## src/hw/rtl/rba_pkg.sv

```systemverilog
package rba_pkg;

	// Pool size and fixed field widths.
	localparam int NUM_BUFFERS = 4;
	localparam int BUF_IDX_W   = $clog2(NUM_BUFFERS);
	localparam int CNT_W       = $clog2(NUM_BUFFERS + 1);
	localparam int PORT_W      = 8;
	localparam int TAG_W       = 8;
	localparam int TYPE_W      = 2;
	localparam int SEQ_W       = 8;
	localparam int TOTAL_W     = 8;
	localparam int OUTCOME_W   = 3;
	localparam int RCNT_W      = 5;
	localparam int LIMIT_W     = 5;
	localparam int REC_W       = TAG_W + TOTAL_W + TYPE_W;

	// Configuration port.
	localparam int CFG_IDX_W  = 2;
	localparam int CFG_DATA_W = 5;
	localparam logic [CFG_IDX_W-1:0] CFG_BALANCE_MODE = 2'd0;
	localparam logic [CFG_IDX_W-1:0] CFG_BUFFER_LIMIT = 2'd1;
	localparam logic               MODE_RR     = 1'b0;
	localparam logic               MODE_JSQ    = 1'b1;
	localparam logic               MODE_RESET  = MODE_JSQ;
	localparam logic [LIMIT_W-1:0] LIMIT_RESET = 5'd10;

	// Commands.
	localparam logic CMD_ARRIVE  = 1'b0;
	localparam logic CMD_RELEASE = 1'b1;

	// Result outcomes.
	typedef enum logic [OUTCOME_W-1:0] {
		OUT_MORE      = 3'd0,
		OUT_DONE      = 3'd1,
		OUT_DROP      = 3'd2,
		OUT_REL       = 3'd3,
		OUT_REL_EMPTY = 3'd4
	} outcome_t;

	// Sequencer states.
	typedef enum logic [2:0] {
		ST_IDLE,
		ST_SCAN,
		ST_MOD,
		ST_PICK,
		ST_PUSH,
		ST_RD,
		ST_REL,
		ST_OUT
	} state_t;

	// Flags from the shared compare unit for the buffer under inspection.
	typedef struct packed {
		logic eligible;
		logic match;
		logic room;
		logic shorter;
	} unit_flags_t;

endpackage

```

## src/hw/rtl/rba_req_if.sv

```systemverilog
interface rba_req_if;
	import rba_pkg::*;

	logic                 valid;
	logic                 ready;
	logic                 cmd;
	logic [BUF_IDX_W-1:0] buffer_index;
	logic [PORT_W-1:0]    source_port;
	logic [TAG_W-1:0]     stream_tag;
	logic [TYPE_W-1:0]    pkt_type;
	logic [SEQ_W-1:0]     seq_num;
	logic [TOTAL_W-1:0]   total_packets;

	modport source (
		output valid, cmd, buffer_index, source_port, stream_tag, pkt_type, seq_num,
			total_packets,
		input  ready
	);
	modport sink (
		input  valid, cmd, buffer_index, source_port, stream_tag, pkt_type, seq_num,
			total_packets,
		output ready
	);
endinterface

```

## src/hw/rtl/rba_rsp_if.sv

```systemverilog
interface rba_rsp_if;
	import rba_pkg::*;

	logic                 valid;
	logic                 ready;
	logic [OUTCOME_W-1:0] outcome;
	logic [BUF_IDX_W-1:0] chosen_buffer;
	logic [PORT_W-1:0]    reply_port;
	logic [TAG_W-1:0]     ack_stream;
	logic [TYPE_W-1:0]    done_type;
	logic [RCNT_W-1:0]    released_count;

	modport source (
		output valid, outcome, chosen_buffer, reply_port, ack_stream, done_type,
			released_count,
		input  ready
	);
	modport sink (
		input  valid, outcome, chosen_buffer, reply_port, ack_stream, done_type,
			released_count,
		output ready
	);
endinterface

```

## src/hw/rtl/rba_cfg_if.sv

```systemverilog
interface rba_cfg_if;
	import rba_pkg::*;

	logic                  valid;
	logic                  ready;
	logic [CFG_IDX_W-1:0]  reg_index;
	logic [CFG_DATA_W-1:0] wdata;

	modport source (output valid, reg_index, wdata, input ready);
	modport sink (input valid, reg_index, wdata, output ready);
endinterface

```

## src/hw/rtl/rba_ram.sv

```systemverilog
module rba_ram #(
	parameter int WIDTH = 18,
	parameter int DEPTH = 64
) (
	input  logic                     clk,
	input  logic                     we,
	input  logic [$clog2(DEPTH)-1:0] addr,
	input  logic [WIDTH-1:0]         wdata,
	output logic [WIDTH-1:0]         rdata
);

	logic [WIDTH-1:0] mem [DEPTH];

	// Single port, registered read that returns the old word during a write (read first).
	always_ff @(posedge clk) begin
		if (we) begin
			mem[addr] <= wdata;
		end
		rdata <= mem[addr];
	end

endmodule

```

## src/hw/rtl/rba_unit.sv

```systemverilog
module rba_unit #(
	parameter int FILL_W = 5,
	parameter int CAP_W  = 5,
	parameter int DEPTH  = 16
) (
	input  logic [FILL_W-1:0]           fill,
	input  logic [rba_pkg::SEQ_W-1:0]   tail_seq,
	input  logic [rba_pkg::TOTAL_W-1:0] tail_total,
	input  logic [rba_pkg::PORT_W-1:0]  tail_source,
	input  logic [CAP_W-1:0]            cap,
	input  logic [FILL_W-1:0]           best_fill,
	input  logic [rba_pkg::SEQ_W-1:0]   seq,
	input  logic [rba_pkg::TOTAL_W-1:0] total,
	input  logic [rba_pkg::PORT_W-1:0]  src,
	output rba_pkg::unit_flags_t        flags
);
	import rba_pkg::*;

	localparam int W0    = (FILL_W > CAP_W) ? FILL_W : CAP_W;
	localparam int SUM_W = ((W0 > TOTAL_W) ? W0 : TOTAL_W) + 1;

	logic             empty;
	logic             closed;
	logic [SUM_W-1:0] fill_x;
	logic [SUM_W-1:0] cap_x;
	logic [SUM_W-1:0] need;

	// A buffer is closed when it is empty or its last packet ends its stream.
	always_comb begin
		empty  = (fill == '0);
		closed = empty || ({1'b0, tail_seq} + 9'd1 == {1'b0, tail_total});
		fill_x = SUM_W'(fill);
		cap_x  = SUM_W'(cap);
		need   = fill_x + SUM_W'(total);
	end

	// Eligibility for a first packet, match for a later one, room and balance compare.
	always_comb begin
		flags.eligible = closed && (fill_x < cap_x) && (need <= cap_x);
		flags.match    = !empty && (tail_seq == seq - SEQ_W'(1)) && (tail_source == src);
		flags.room     = (SUM_W'(fill) < SUM_W'(DEPTH));
		flags.shorter  = (fill < best_fill);
	end

endmodule

```

## src/hw/rtl/reassembly_buffer_allocator.sv

```systemverilog
// Reassembly buffer allocator. Each accepted word is either a packet header or a
// release command for one of the four buffers, and each produces exactly one result
// word. A single compare unit inspects one buffer per cycle under a small sequencer,
// so a packet is scanned across all NUM_BUFFERS buffers, then its record is stored
// and the result handed over; a dropped packet is not stored. In round robin mode a
// first packet then reduces the pointer modulo the eligible count and walks to the
// chosen eligible buffer. A release reads the head record through the registered
// read of the record memory before it updates the buffer, and skips the update when
// the buffer is empty. The sequencer passes through idle after every word before the
// next is taken, and a result that cannot leave the output register holds the
// sequencer in its last step. The block accepts a new word only in idle,
// but a finished result may still wait at the output while the next word is taken.
// Configuration writes are always taken and must be issued while the block is idle.
module reassembly_buffer_allocator #(
	parameter int BUFFER_DEPTH = 16
) (
	input  logic    clk,
	input  logic    arst_n,
	rba_req_if.sink   req,
	rba_rsp_if.source rsp,
	rba_cfg_if.sink   cfg
);
	import rba_pkg::*;

	localparam int FILL_W = $clog2(BUFFER_DEPTH + 1);
	localparam int PTR_W  = $clog2(BUFFER_DEPTH);
	localparam int CAP_W  = (FILL_W > LIMIT_W) ? FILL_W : LIMIT_W;
	localparam int ADDR_W = $clog2(NUM_BUFFERS * BUFFER_DEPTH);
	localparam int HSUM_W = FILL_W + 1;
	localparam int CMP_W  = (TOTAL_W > FILL_W) ? TOTAL_W : FILL_W;

	// Configuration registers.
	logic               mode_q;
	logic [LIMIT_W-1:0] limit_q;

	// Per-buffer state.
	logic [FILL_W-1:0]  fill_q   [NUM_BUFFERS];
	logic [SEQ_W-1:0]   tseq_q   [NUM_BUFFERS];
	logic [TOTAL_W-1:0] ttotal_q [NUM_BUFFERS];
	logic [PORT_W-1:0]  tsrc_q   [NUM_BUFFERS];
	logic [PTR_W-1:0]   head_q   [NUM_BUFFERS];
	logic [PTR_W-1:0]   tail_q   [NUM_BUFFERS];
	logic [BUF_IDX_W-1:0] rr_q;

	// Captured word.
	logic [BUF_IDX_W-1:0] bidx_q;
	logic [PORT_W-1:0]    src_q;
	logic [TAG_W-1:0]     tag_q;
	logic [TYPE_W-1:0]    type_q;
	logic [SEQ_W-1:0]     seq_q;
	logic [TOTAL_W-1:0]   total_q;

	// Scan bookkeeping.
	state_t               state_q, state_d;
	logic [BUF_IDX_W-1:0] idx_q;
	logic                 found_q, found_d;
	logic                 ok_q, ok_d;
	logic [BUF_IDX_W-1:0] chosen_q, chosen_d;
	logic [FILL_W-1:0]    best_q, best_d;
	logic [NUM_BUFFERS-1:0] elig_q;
	logic [CNT_W-1:0]     cnt_q, cnt_d;
	logic [CNT_W-1:0]     pos_q;
	logic [CNT_W-1:0]     k_q;

	// Pending result and output register.
	outcome_t             res_outcome_q;
	logic [BUF_IDX_W-1:0] res_buf_q;
	logic [PORT_W-1:0]    res_port_q;
	logic [TAG_W-1:0]     res_tag_q;
	logic [TYPE_W-1:0]    res_type_q;
	logic [RCNT_W-1:0]    res_cnt_q;
	logic                 rsp_valid_q;
	outcome_t             rsp_outcome_q;
	logic [BUF_IDX_W-1:0] rsp_buf_q;
	logic [PORT_W-1:0]    rsp_port_q;
	logic [TAG_W-1:0]     rsp_tag_q;
	logic [TYPE_W-1:0]    rsp_type_q;
	logic [RCNT_W-1:0]    rsp_cnt_q;

	// Combinational helpers.
	logic                 accept;
	logic                 is_first;
	logic                 scan_last;
	logic                 pick_hit;
	logic                 out_free;
	logic [BUF_IDX_W-1:0] sel;
	logic [FILL_W-1:0]    sel_fill;
	logic [PTR_W-1:0]     sel_head;
	logic [PTR_W-1:0]     sel_tail;
	logic [CAP_W-1:0]     cap;
	unit_flags_t          flags;
	logic                 ram_we;
	logic [ADDR_W-1:0]    ram_addr;
	logic [REC_W-1:0]     ram_wdata;
	logic [REC_W-1:0]     ram_rdata;
	logic [TOTAL_W-1:0]   rd_total;
	logic [FILL_W-1:0]    rel_n;
	logic [HSUM_W-1:0]    head_sum;
	logic [PTR_W-1:0]     head_new;
	logic [PTR_W-1:0]     tail_new;
	logic [SEQ_W:0]       seq_inc;
	logic                 fill_ovf;

	// Buffer under inspection: scan index, chosen buffer or release target.
	always_comb begin
		unique case (state_q)
			ST_SCAN, ST_PICK: sel = idx_q;
			ST_PUSH:          sel = chosen_q;
			ST_RD, ST_REL:    sel = bidx_q;
			default:          sel = idx_q;
		endcase
		sel_fill = fill_q[sel];
		sel_head = head_q[sel];
		sel_tail = tail_q[sel];
		cap = (CAP_W'(limit_q) < CAP_W'(BUFFER_DEPTH)) ? CAP_W'(limit_q)
			: CAP_W'(BUFFER_DEPTH);
	end

	rba_unit #(
		.FILL_W (FILL_W),
		.CAP_W  (CAP_W),
		.DEPTH  (BUFFER_DEPTH)
	) u_unit (
		.fill        (sel_fill),
		.tail_seq    (tseq_q[sel]),
		.tail_total  (ttotal_q[sel]),
		.tail_source (tsrc_q[sel]),
		.cap         (cap),
		.best_fill   (best_q),
		.seq         (seq_q),
		.total       (total_q),
		.src         (src_q),
		.flags       (flags)
	);

	// Record store: one entry per packet, addressed by buffer and slot.
	always_comb begin
		ram_we    = (state_q == ST_PUSH);
		ram_addr  = ADDR_W'(sel) * ADDR_W'(BUFFER_DEPTH)
			+ ADDR_W'((state_q == ST_PUSH) ? sel_tail : sel_head);
		ram_wdata = {type_q, total_q, tag_q};
	end

	rba_ram #(
		.WIDTH (REC_W),
		.DEPTH (NUM_BUFFERS * BUFFER_DEPTH)
	) u_ram (
		.clk   (clk),
		.we    (ram_we),
		.addr  (ram_addr),
		.wdata (ram_wdata),
		.rdata (ram_rdata)
	);

	// Scan step: fold this buffer's flags into the running choice.
	always_comb begin
		is_first  = (seq_q == '0);
		scan_last = (idx_q == BUF_IDX_W'(NUM_BUFFERS - 1));
		found_d   = found_q;
		ok_d      = ok_q;
		chosen_d  = chosen_q;
		best_d    = best_q;
		cnt_d     = cnt_q;
		if (is_first) begin
			if (flags.eligible) begin
				cnt_d = cnt_q + CNT_W'(1);
				if (!found_q || flags.shorter) begin
					found_d  = 1'b1;
					ok_d     = 1'b1;
					chosen_d = idx_q;
					best_d   = sel_fill;
				end
			end
		end else if (!found_q && flags.match) begin
			found_d  = 1'b1;
			ok_d     = flags.room;
			chosen_d = idx_q;
		end
		pick_hit = elig_q[idx_q] && (k_q == pos_q);
	end

	// Release and push arithmetic.
	always_comb begin
		rd_total = ram_rdata[TAG_W +: TOTAL_W];
		rel_n    = (CMP_W'(rd_total) < CMP_W'(sel_fill)) ? FILL_W'(rd_total) : sel_fill;
		head_sum = HSUM_W'(sel_head) + HSUM_W'(rel_n);
		head_new = (head_sum >= HSUM_W'(BUFFER_DEPTH))
			? PTR_W'(head_sum - HSUM_W'(BUFFER_DEPTH)) : PTR_W'(head_sum);
		tail_new = (HSUM_W'(sel_tail) == HSUM_W'(BUFFER_DEPTH - 1))
			? '0 : sel_tail + PTR_W'(1);
		seq_inc  = {1'b0, seq_q} + 9'd1;
	end

	// Handshake controls.
	always_comb begin
		req.ready = (state_q == ST_IDLE);
		cfg.ready = 1'b1;
		accept    = req.valid && (state_q == ST_IDLE);
		out_free  = !rsp_valid_q || rsp.ready;
	end

	// Next state.
	always_comb begin
		state_d = state_q;
		unique case (state_q)
			ST_IDLE: begin
				if (req.valid) begin
					state_d = (req.cmd == CMD_RELEASE) ? ST_RD : ST_SCAN;
				end
			end
			ST_SCAN: begin
				if (scan_last) begin
					priority if (is_first && mode_q == MODE_RR && cnt_d != '0) begin
						state_d = ST_MOD;
					end else if (ok_d) begin
						state_d = ST_PUSH;
					end else begin
						state_d = ST_OUT;
					end
				end
			end
			ST_MOD:  state_d = (pos_q >= cnt_q) ? ST_MOD : ST_PICK;
			ST_PICK: state_d = pick_hit ? ST_PUSH : ST_PICK;
			ST_PUSH: state_d = ST_OUT;
			ST_RD:   state_d = (sel_fill == '0) ? ST_OUT : ST_REL;
			ST_REL:  state_d = ST_OUT;
			ST_OUT:  state_d = out_free ? ST_IDLE : ST_OUT;
			default: state_d = ST_IDLE;
		endcase
	end

	// Control registers.
	always_ff @(posedge clk or negedge arst_n) begin
		if (!arst_n) begin
			state_q     <= ST_IDLE;
			mode_q      <= MODE_RESET;
			limit_q     <= LIMIT_RESET;
			rr_q        <= '0;
			rsp_valid_q <= 1'b0;
			for (int i = 0; i < NUM_BUFFERS; i++) begin
				fill_q[i]   <= '0;
				tseq_q[i]   <= '0;
				ttotal_q[i] <= '0;
				tsrc_q[i]   <= '0;
				head_q[i]   <= '0;
				tail_q[i]   <= '0;
			end
		end else begin
			state_q <= state_d;

			// Register writes.
			if (cfg.valid) begin
				if (cfg.reg_index == CFG_BALANCE_MODE) begin
					mode_q <= cfg.wdata[0];
				end else if (cfg.reg_index == CFG_BUFFER_LIMIT) begin
					limit_q <= cfg.wdata[LIMIT_W-1:0];
				end
			end

			// Round robin pointer advances past the chosen eligible position.
			if (state_q == ST_PICK && pick_hit) begin
				rr_q <= (pos_q + CNT_W'(1) == cnt_q) ? '0 : BUF_IDX_W'(pos_q + CNT_W'(1));
			end

			// Append a packet to its buffer.
			if (state_q == ST_PUSH) begin
				fill_q[sel]   <= sel_fill + FILL_W'(1);
				tail_q[sel]   <= tail_new;
				tseq_q[sel]   <= seq_q;
				ttotal_q[sel] <= total_q;
				tsrc_q[sel]   <= src_q;
			end

			// Drop the head stream of a buffer.
			if (state_q == ST_REL) begin
				fill_q[sel] <= sel_fill - rel_n;
				head_q[sel] <= head_new;
			end

			// Output register takes the result once the previous word has left.
			if (state_q == ST_OUT && out_free) begin
				rsp_valid_q <= 1'b1;
			end else if (rsp.ready) begin
				rsp_valid_q <= 1'b0;
			end
		end
	end

	// Datapath registers.
	always_ff @(posedge clk) begin
		if (accept) begin
			bidx_q  <= req.buffer_index;
			src_q   <= req.source_port;
			tag_q   <= req.stream_tag;
			type_q  <= req.pkt_type;
			seq_q   <= req.seq_num;
			total_q <= req.total_packets;
			idx_q   <= '0;
			found_q <= 1'b0;
			ok_q    <= 1'b0;
			cnt_q   <= '0;
			elig_q  <= '0;
			best_q  <= '0;
		end

		unique case (state_q)
			ST_SCAN: begin
				found_q  <= found_d;
				ok_q     <= ok_d;
				chosen_q <= chosen_d;
				best_q   <= best_d;
				cnt_q    <= cnt_d;
				elig_q[idx_q] <= is_first && flags.eligible;
				idx_q    <= idx_q + BUF_IDX_W'(1);
				pos_q    <= CNT_W'(rr_q);
				k_q      <= '0;
				if (scan_last && !ok_d) begin
					res_outcome_q <= OUT_DROP;
					res_buf_q     <= '0;
					res_port_q    <= src_q;
					res_tag_q     <= '0;
					res_type_q    <= '0;
					res_cnt_q     <= '0;
				end
			end
			ST_MOD: begin
				// Reduce the pointer modulo the eligible count, one subtract a cycle.
				if (pos_q >= cnt_q) begin
					pos_q <= pos_q - cnt_q;
				end
				idx_q <= '0;
			end
			ST_PICK: begin
				if (elig_q[idx_q]) begin
					k_q <= k_q + CNT_W'(1);
				end
				if (pick_hit) begin
					chosen_q <= idx_q;
				end
				idx_q <= idx_q + BUF_IDX_W'(1);
			end
			ST_PUSH: begin
				res_buf_q <= chosen_q;
				res_cnt_q <= '0;
				if (seq_inc == {1'b0, total_q}) begin
					res_outcome_q <= OUT_DONE;
					res_port_q    <= '0;
					res_tag_q     <= tag_q;
					res_type_q    <= type_q;
				end else begin
					res_outcome_q <= OUT_MORE;
					res_port_q    <= src_q;
					res_tag_q     <= '0;
					res_type_q    <= '0;
				end
			end
			ST_RD: begin
				res_outcome_q <= OUT_REL_EMPTY;
				res_buf_q     <= bidx_q;
				res_port_q    <= '0;
				res_tag_q     <= '0;
				res_type_q    <= '0;
				res_cnt_q     <= '0;
			end
			ST_REL: begin
				res_outcome_q <= OUT_REL;
				res_tag_q     <= ram_rdata[TAG_W-1:0];
				res_type_q    <= ram_rdata[TAG_W + TOTAL_W +: TYPE_W];
				res_cnt_q     <= RCNT_W'(rel_n);
			end
			default: begin
			end
		endcase

		if (state_q == ST_OUT && out_free) begin
			rsp_outcome_q <= res_outcome_q;
			rsp_buf_q     <= res_buf_q;
			rsp_port_q    <= res_port_q;
			rsp_tag_q     <= res_tag_q;
			rsp_type_q    <= res_type_q;
			rsp_cnt_q     <= res_cnt_q;
		end
	end

	// Result port.
	always_comb begin
		rsp.valid          = rsp_valid_q;
		rsp.outcome        = rsp_outcome_q;
		rsp.chosen_buffer  = rsp_buf_q;
		rsp.reply_port     = rsp_port_q;
		rsp.ack_stream     = rsp_tag_q;
		rsp.done_type      = rsp_type_q;
		rsp.released_count = rsp_cnt_q;
	end

	// No buffer ever holds more packets than its store has slots.
	always_comb begin
		fill_ovf = 1'b0;
		for (int i = 0; i < NUM_BUFFERS; i++) begin
			fill_ovf = fill_ovf || (fill_q[i] > FILL_W'(BUFFER_DEPTH));
		end
	end

	a_fill_bound: assert property (@(posedge clk) disable iff (!arst_n) !fill_ovf)
		else $error("buffer fill exceeds store depth");

	a_busy_after_accept: assert property (@(posedge clk) disable iff (!arst_n)
		req.valid && req.ready |=> !req.ready)
		else $error("new word taken while the previous one is in work");

	a_drop_fields: assert property (@(posedge clk) disable iff (!arst_n)
		rsp.valid && rsp.outcome == OUT_DROP |->
			rsp.chosen_buffer == '0 && rsp.ack_stream == '0 && rsp.released_count == '0)
		else $error("dropped packet result carries buffer or stream fields");

	a_push_room: assert property (@(posedge clk) disable iff (!arst_n)
		state_q == ST_PUSH |-> sel_fill < FILL_W'(BUFFER_DEPTH))
		else $error("packet stored into a full buffer");

endmodule

```

## src/flat_wrapper.sv

```systemverilog
// flat-port wrapper written by rule: the top's interface ports become plain ports
module reassembly_buffer_allocator_flat import rba_pkg::*;
#(
	parameter int BUFFER_DEPTH = 16
)
  (clk, arst_n, req_valid, req_cmd, req_buffer_index, req_source_port, req_stream_tag, req_pkt_type, req_seq_num, req_total_packets, req_ready, rsp_valid, rsp_outcome, rsp_chosen_buffer, rsp_reply_port, rsp_ack_stream, rsp_done_type, rsp_released_count, rsp_ready, cfg_valid, cfg_reg_index, cfg_wdata, cfg_ready);
  rba_req_if req_i ();
  rba_rsp_if rsp_i ();
  rba_cfg_if cfg_i ();
  input  logic clk;
  input  logic arst_n;
  input wire logic [$bits(req_i.valid)-1:0] req_valid;
  input wire logic [$bits(req_i.cmd)-1:0] req_cmd;
  input wire logic [$bits(req_i.buffer_index)-1:0] req_buffer_index;
  input wire logic [$bits(req_i.source_port)-1:0] req_source_port;
  input wire logic [$bits(req_i.stream_tag)-1:0] req_stream_tag;
  input wire logic [$bits(req_i.pkt_type)-1:0] req_pkt_type;
  input wire logic [$bits(req_i.seq_num)-1:0] req_seq_num;
  input wire logic [$bits(req_i.total_packets)-1:0] req_total_packets;
  output wire logic [$bits(req_i.ready)-1:0] req_ready;
  output wire logic [$bits(rsp_i.valid)-1:0] rsp_valid;
  output wire logic [$bits(rsp_i.outcome)-1:0] rsp_outcome;
  output wire logic [$bits(rsp_i.chosen_buffer)-1:0] rsp_chosen_buffer;
  output wire logic [$bits(rsp_i.reply_port)-1:0] rsp_reply_port;
  output wire logic [$bits(rsp_i.ack_stream)-1:0] rsp_ack_stream;
  output wire logic [$bits(rsp_i.done_type)-1:0] rsp_done_type;
  output wire logic [$bits(rsp_i.released_count)-1:0] rsp_released_count;
  input wire logic [$bits(rsp_i.ready)-1:0] rsp_ready;
  input wire logic [$bits(cfg_i.valid)-1:0] cfg_valid;
  input wire logic [$bits(cfg_i.reg_index)-1:0] cfg_reg_index;
  input wire logic [$bits(cfg_i.wdata)-1:0] cfg_wdata;
  output wire logic [$bits(cfg_i.ready)-1:0] cfg_ready;
  assign req_i.valid = req_valid;
  assign req_i.cmd = req_cmd;
  assign req_i.buffer_index = req_buffer_index;
  assign req_i.source_port = req_source_port;
  assign req_i.stream_tag = req_stream_tag;
  assign req_i.pkt_type = req_pkt_type;
  assign req_i.seq_num = req_seq_num;
  assign req_i.total_packets = req_total_packets;
  assign req_ready = req_i.ready;
  assign rsp_valid = rsp_i.valid;
  assign rsp_outcome = rsp_i.outcome;
  assign rsp_chosen_buffer = rsp_i.chosen_buffer;
  assign rsp_reply_port = rsp_i.reply_port;
  assign rsp_ack_stream = rsp_i.ack_stream;
  assign rsp_done_type = rsp_i.done_type;
  assign rsp_released_count = rsp_i.released_count;
  assign rsp_i.ready = rsp_ready;
  assign cfg_i.valid = cfg_valid;
  assign cfg_i.reg_index = cfg_reg_index;
  assign cfg_i.wdata = cfg_wdata;
  assign cfg_ready = cfg_i.ready;
  reassembly_buffer_allocator #(.BUFFER_DEPTH(BUFFER_DEPTH)) u_core (.clk(clk), .arst_n(arst_n), .req(req_i), .rsp(rsp_i), .cfg(cfg_i));
endmodule
```

## config.mk

```make
export PLATFORM = sky130hd
export DESIGN_NAME = reassembly_buffer_allocator_flat
export DESIGN_NICKNAME = d
export VERILOG_FILES = /design/src/hw/rtl/rba_pkg.sv /design/src/hw/rtl/rba_req_if.sv /design/src/hw/rtl/rba_rsp_if.sv /design/src/hw/rtl/rba_cfg_if.sv /design/src/hw/rtl/rba_ram.sv /design/src/hw/rtl/rba_unit.sv /design/src/hw/rtl/reassembly_buffer_allocator.sv /design/src/flat_wrapper.sv
export SDC_FILE = /design/constraint.sdc
export NUM_CORES = 2
export LEC_CHECK = 0
export BUFFER_PORTS_ARGS = -buffer_cell sky130_fd_sc_hd__clkbuf_2
export CAP_MARGIN = 20
export CORE_MARGIN = 1.5
export CORE_UTILIZATION = 60
export CTS_CLUSTER_SIZE = 10
export DETAILED_ROUTE_END_ITERATION = 12
export MAX_ROUTING_LAYER = met4
export PLACE_DENSITY_LB_ADDON = 0.05
export RECOVER_POWER = 100
export SYNTH_ARGS = -nofsm -noshare
export SYNTH_HDL_FRONTEND = slang
export SYNTH_HIERARCHICAL = 1
export SYNTH_SLANG_ARGS = --single-unit
```

## constraint.sdc

```tcl
create_clock -name clk -period 9.5 [get_ports clk]
set_clock_uncertainty 0.2 [all_clocks]
set_input_delay 0.95 -clock clk [delete_from_list [all_inputs] [get_ports clk]]
set_output_delay 0.95 -clock clk [all_outputs]
set_load 0.03 [all_outputs]
```

---- Word level (Yosys, flattened, before mapping) ----
Memory sizes are Yosys's and may differ from the RTL's. A register that Yosys moved wholly into a read port is not among the register bits.
Index checks and enable logic that the tools add are counted.
word-level totals
  flip-flop bits (word level) ............. 276
  memory bits (writable) .................. 1152
  input bits .............................. 49
  output and inout bits ................... 31
  logic and storage cells ................. 273
  memories kept ........................... 1
cells by class
  add/subtract/negate cells ............... 15
  magnitude comparators ................... 12
  equal/unequal tests ..................... 28
  muxes and demuxes ....................... 108
  bitwise gates (word level) .............. 3
  reduce and logical (&&, ||, !) cells .... 50
memory list
  memory            depth  width  rd ports  clocked after Yosys merged registers in  wr ports  RTL line       RTL
  u_core.u_ram.mem  64     18     1         1                                        1         rba_ram.sv:12  logic [WIDTH-1:0] mem [DEPTH];
operators by type and width
  operator               count
  $bwmux W32             3
  $mux W8                11
  $mux W5                11
  $bmux W8 S2            3
  $bwmux W20             2
  $mux W20               2
  $mux W4                10
  $mux W3                13
  $bwmux W16             2
  $pmux W8 S4            1
  $pmux W8 S3            1
  $pmux W3 S7            1
  $mux W1                20
  $mux W2                10
  $add A8 B1 Y9 const B  2
  $eq A9 B8 Y1           2
  $bmux W4 S2            2
  $demux W8 S2           1
  $eq A8 B8 Y1           2
  $logic_and A1 B1 Y1    15
  $pmux W5 S3            1
  $ne A2 B1 Y1 const B   7
  $reduce_and A2 Y1      7
  $eq A3 B3 Y1 const B   4
  other kinds (56)       83

---- Longest topological paths before layout ----
  word-level depth ........................ 19
  depth in mapped cells ................... 29
  gate-level depth less buffers ........... 24

---- Hierarchy ----
The synthesis kept the hierarchy.
by module, submodules not included
  module                       instances  cells an instance  area an instance (um2)
  rba_ram                      1          2546               45503.6
  reassembly_buffer_allocator  1          1321               13225.2
  rba_unit                     1          148                1112.3

---- Least setup slack after synthesis ----
No wires, ideal clock.
  kind .................................... register -> register
  start ................................... register u_core.state_q[0]
  end ..................................... register u_core.res_outcome_q[0], enable pin
  arrival time ............................ 5.354 ns
  data required time ...................... 8.913 ns
  path slack .............................. 3.559 ns
  cell stages (with the launch flop) ...... 21
  period minus slack after synthesis ...... 5.941 ns
  path through ............................ dfrtp_1 -> buf_6 -> mux2i_4 -> nor2_4 -> nor3_4 -> clkbuf_1 -> clkbuf_1 -> buf_1 -> buf_1 -> nand2_1 -> a31oi_1 -> xnor2_1 -> nor4b_1 -> o21ai_0 -> a21o_1 -> a2111oi_0 -> or3b_2 -> mux2i_1 -> and2_1 -> a31oi_1 -> a21oi_1
RTL lines
  element                 RTL line                            RTL
  from (decl)             reassembly_buffer_allocator.sv:54   state_t state_q, state_d;
  from (signal assigned)  reassembly_buffer_allocator.sv:249  state_q <= state_d;
  to (signal assigned)    reassembly_buffer_allocator.sv:318  res_outcome_q <= OUT_DROP;
  to (signal assigned)    reassembly_buffer_allocator.sv:346  res_outcome_q <= OUT_DONE;
  to (signal assigned)    reassembly_buffer_allocator.sv:351  res_outcome_q <= OUT_MORE;
  to (decl)               reassembly_buffer_allocator.sv:66   outcome_t res_outcome_q;

---- Worst setup path in the final report ----
  start ................................... register u_core.state_q[2]
  end ..................................... memory u_core.u_ram.mem[21][5], enable pin
between the ends
  longest elaborated chain between the ends .. 9
  elaborated cells between the ends (all ways) .. 16
RTL lines
  element                                   RTL line                                                                RTL
  $eq A3 B3 Y1                              reassembly_buffer_allocator.sv:106                                      unique case (state_q)
  $reduce_or A2 Y1                          reassembly_buffer_allocator.sv:106
  $pmux W2 S2                               reassembly_buffer_allocator.sv:106
  $not A2 Y3 (implied by the code)          reassembly_buffer_allocator.sv:113, reassembly_buffer_allocator.sv:114
  $bmux W4 S2 (on tied branches)            reassembly_buffer_allocator.sv:113, reassembly_buffer_allocator.sv:114
  $mux W4 (on tied branches) (2 in series)  reassembly_buffer_allocator.sv:113, reassembly_buffer_allocator.sv:114
  $mux W4 (*)                               reassembly_buffer_allocator.sv:140                                      + ADDR_W'((state_q == ST_PUSH) ? sel_tail : sel_head);
  $add A6 B6 Y6 (*)                         reassembly_buffer_allocator.sv:140
  net u_core.ram_addr[2]                    reassembly_buffer_allocator.sv:93                                       logic [ADDR_W-1:0] ram_addr;
  to (decl)                                 rba_ram.sv:12
The timed path passes the listed nets; every way through them passes the cells marked *. The select of a mux whose other input is x is not followed.

==> flow_summary.toml <==
[outcome]
status = "complete, but fails checks"
violations = "capacitance limit, slew limit"

[timing]
fin_crit_sh_pct = 89.4
report.final.slew_viol_count = 1678
final_hold_viol_count = 0
rsz0062_at_grt = "no"
period_minus_slack_ps = 8490
tns_ps = 0
worst_pin_slew_ps = 4520
slew-limit-headroom_pct = -201
timing.fmax_ghz = 0.118
finalSetupViolCount = 0

[drt]
vias_per_cell = 6.80
wirelength_um = 170000
ant_nets = 0
wl_per_cell_um = 30.8
drc = 0
dr.pass1.iters = 7
num_vias = 37600
drt_iter0_markers = 4924

[critical_path]
criticalPathCategory = "register to register"
crit_arrival_ps = 8670
cp-start-kind = "register"
cp-endpoint = "u_core/u_ram/mem[21][5]$_DFFE_PP_"
required_ps = 9670
cp_max_fo = 71
r2r-start = "u_core/state_q[2]$_DFFE_PN0P_"
rrSetupSlack_ps = 1010
r2r_end = "u_core/u_ram/mem[21][5]$_DFFE_PP_"
crit_start = "u_core/state_q[2]$_DFFE_PN0P_"
endpoint_kind = "register"
reg2reg_depth = 14

[floorplan]
die_y_um = 319
dieArea_um2 = 102000
initial_core_util_pct = 60.7
num_io_pins = 80
core_um2 = 98600
std_cell_rows = 115
die_width_um = 319

[yosys]
avgSynthCellArea_um2 = 14.9
synth_compound_area_share_pct = 9.92
synth_warnings = 6
synth.most_common_cell = "edfxtp_1"
synth_top_area_cell = "edfxtp_1"
synth_simple_gate_area_share_pct = 8.39
synth_edf_count = 1264
synthXorXnorAreaFrac_pct = 0.928
synth_top_family_by_area = "compound AO/OA/AOI/OAI gates"
ys_ff_latch = 1446
synthTopCellsByArea = "edfxtp_1, dfrtp_1, nand2_1, mux4_2, a22oi_1"
postSynthCellCount = 4015
synthTopCellsByCount = "edfxtp_1, nand2_1, a22oi_1, dfrtp_1, nor2_1"
ys.flop_type = "edfxtp_1"
synth_fp_nets = 4109
synthesis.area_um2 = 59800
synthArstFlopShare_pct = 11.1
ys_types = 99
synth.area.mux_share_pct = 6.13
synth-adder-area-share_pct = 0.979
ys_seq_area_share_pct = 70.9
synth_top_area_share_pct = 63.4

[placed_design]
routabilityCongestion = 0.961
hpwl_um = 102000
place_area_um2 = 61600
dpl.cell_count = 5248
io_buffers = 78

[grt]
grt_pass1_vias = 36700
grt-ovfl-total = 0
track_usage_pct = 34.6
grt_pass1_wl_um = 248000
grt_antenna_before_repair = 4
grt_max_degree = 107

[clock_network]
postCtsSetupBuffers = 0
clock_latency_ps = 770
holdBufCountCts = 0
clock-root-buffer = "clkbuf_16"
clk_path_buf_depth = 3
cts_buffers = 164
clk_pin_slew_ps = 50
cts.sinks = 1446
cts_tree = "built"
post_cts_resize_count = 0
cts-htree-levels = 4

[finish]
drive_gt1_share_pct = 12.0
n_fill_cell = 6882
multi_input_area_um2 = 15800
final_cells = 5527
nets = 4227
stdcell_area_um2 = 66000
final-seq-area_um2 = 42400
syn_to_final_growth_pct = 10.2

[run]
drv_cap = 32

[min_path]
hp-class = "input port to register"
==> flip-flops by register name, indices dropped and copies added, names as in the netlist, 16 cells and up <==
signal,cells
u_core/fill_q,20
u_core/tail_q,16
u_core/tseq_q,32
u_core/tsrc_q,32
u_core/ttotal_q,32
u_core/u_ram/rdata,18
u_core/head_q,16
u_core/u_ram/mem,1152
==> worst min-delay path by stage <==
| stage | start | endpoint | slack (ps) | depth (start not counted) |
|---|---|---|---|---|
| finish | req_stream_tag[5] | u_core/tag_q[5]$_DFFE_PP_ | 160 | 1 |
| detailed placement | u_core/res_port_q[5]$_DFFE_PP_ | u_core/rsp.reply_port[5]$_DFFE_PP_ | 200 | 0 |
| floorplan | u_core/res_tag_q[0]$_SDFFCE_PN0P_ | u_core/rsp.ack_stream[0]$_DFFE_PP_ | 200 | 0 |
| global placement | u_core/res_type_q[1]$_SDFFCE_PN0P_ | u_core/rsp.done_type[1]$_DFFE_PP_ | 200 | 0 |
| CTS | arst_n | u_core/rr_q[1]$_DFFE_PN0P_ | 20 | 1 |
| global route | req_total_packets[4] | u_core/total_q[4]$_DFFE_PP_ | 130 | 1 |
==> logic make-up (layout without fill, tap and decap cells) <==
logic type / count (synthesis) / count (layout)
AO/OA/AOI/OAI: 833 / 833
XOR/XNOR: 61 / 61
adder cells (fa/ha/maj): 45 / 45
buffers and inverters: 329 / 547
flip-flops: 1446 / 1446
multiplexers: 280 / 280
other: 1 / 8
AND/OR/NAND/NOR: 1020 / 1020
==> routing by layer <==
metal	wire [um]	track usage (%)
met3	17300	6.50
met2	79600	52.8
met1	63900	45.4
met5	0	-
met4	9180	16.3
==> stage by stage <==
stage | setup slack [ps] | hold slack (ps) | utilization [%]
2_1_floorplan | 3560 | 200 | -
3_3_place_gp | 1440 | 202 | 62.5
3_5_place_dp | 1940 | 205 | 62.5
4_1_cts | 1920 | 16.3 | 67.3
5_1_grt | 736 | 134 | 66.9
6_report | 1010 | 158 | 66.9
==> final cells by class <==
cell class | instances | area share [%]
Clock buffer | 258 | 6.95
Antenna cell | 7 | 0.0266
Inverter | 55 | 0.315
Tap cell | 1287 | 2.44
Timing Repair Buffer | 226 | 1.79
Multi-Input combinational cell | 2240 | 24.0
Clock inverter | 8 | 0.211
Sequential cell | 1446 | 64.3
==> layout by cell type (no fill, tap or decap), drive strengths merged, types with 41 or more instances in the layout <==
| master | synthesis | routed |
|---|---|---|
| edfxtp | 1264 | 1264 |
| nand2 | 429 | 429 |
| clkbuf | 109 | 422 |
| a22oi | 167 | 167 |
| dfrtp | 157 | 157 |
| nor2 | 155 | 155 |
| o21ai | 134 | 134 |
| a21oi | 124 | 124 |
| mux2i | 116 | 116 |
| mux2 | 107 | 107 |
| a221oi | 65 | 65 |
| buf | 165 | 62 |
| nand3 | 61 | 61 |
| a31oi | 59 | 59 |
| nand3b | 57 | 57 |
| mux4 | 57 | 57 |
| inv | 55 | 57 |
| nor3 | 55 | 55 |
| and3 | 54 | 54 |
| xnor2 | 46 | 46 |
| nand4 | 42 | 42 |
| ha | 42 | 42 |
| o22ai | 41 | 41 |
==> critical path, stage by stage, from the launching register on <==
cell	delay [ps]
dfrtp_1	870
nor2b_1	530
clkinvlp_2	300
nor2_1	370
nor3_4	80
inv_2	660
buf_4	490
nand2_1	100
and3_1	180
a31oi_1	250
mux2_8	660
buf_4	810
nand3_1	860
nor2_1	570
clkbuf_1	930
Power is left out: the tool's default activity adds up to more than one toggle a clock period on the data nets, which glitch-free logic cannot reach.
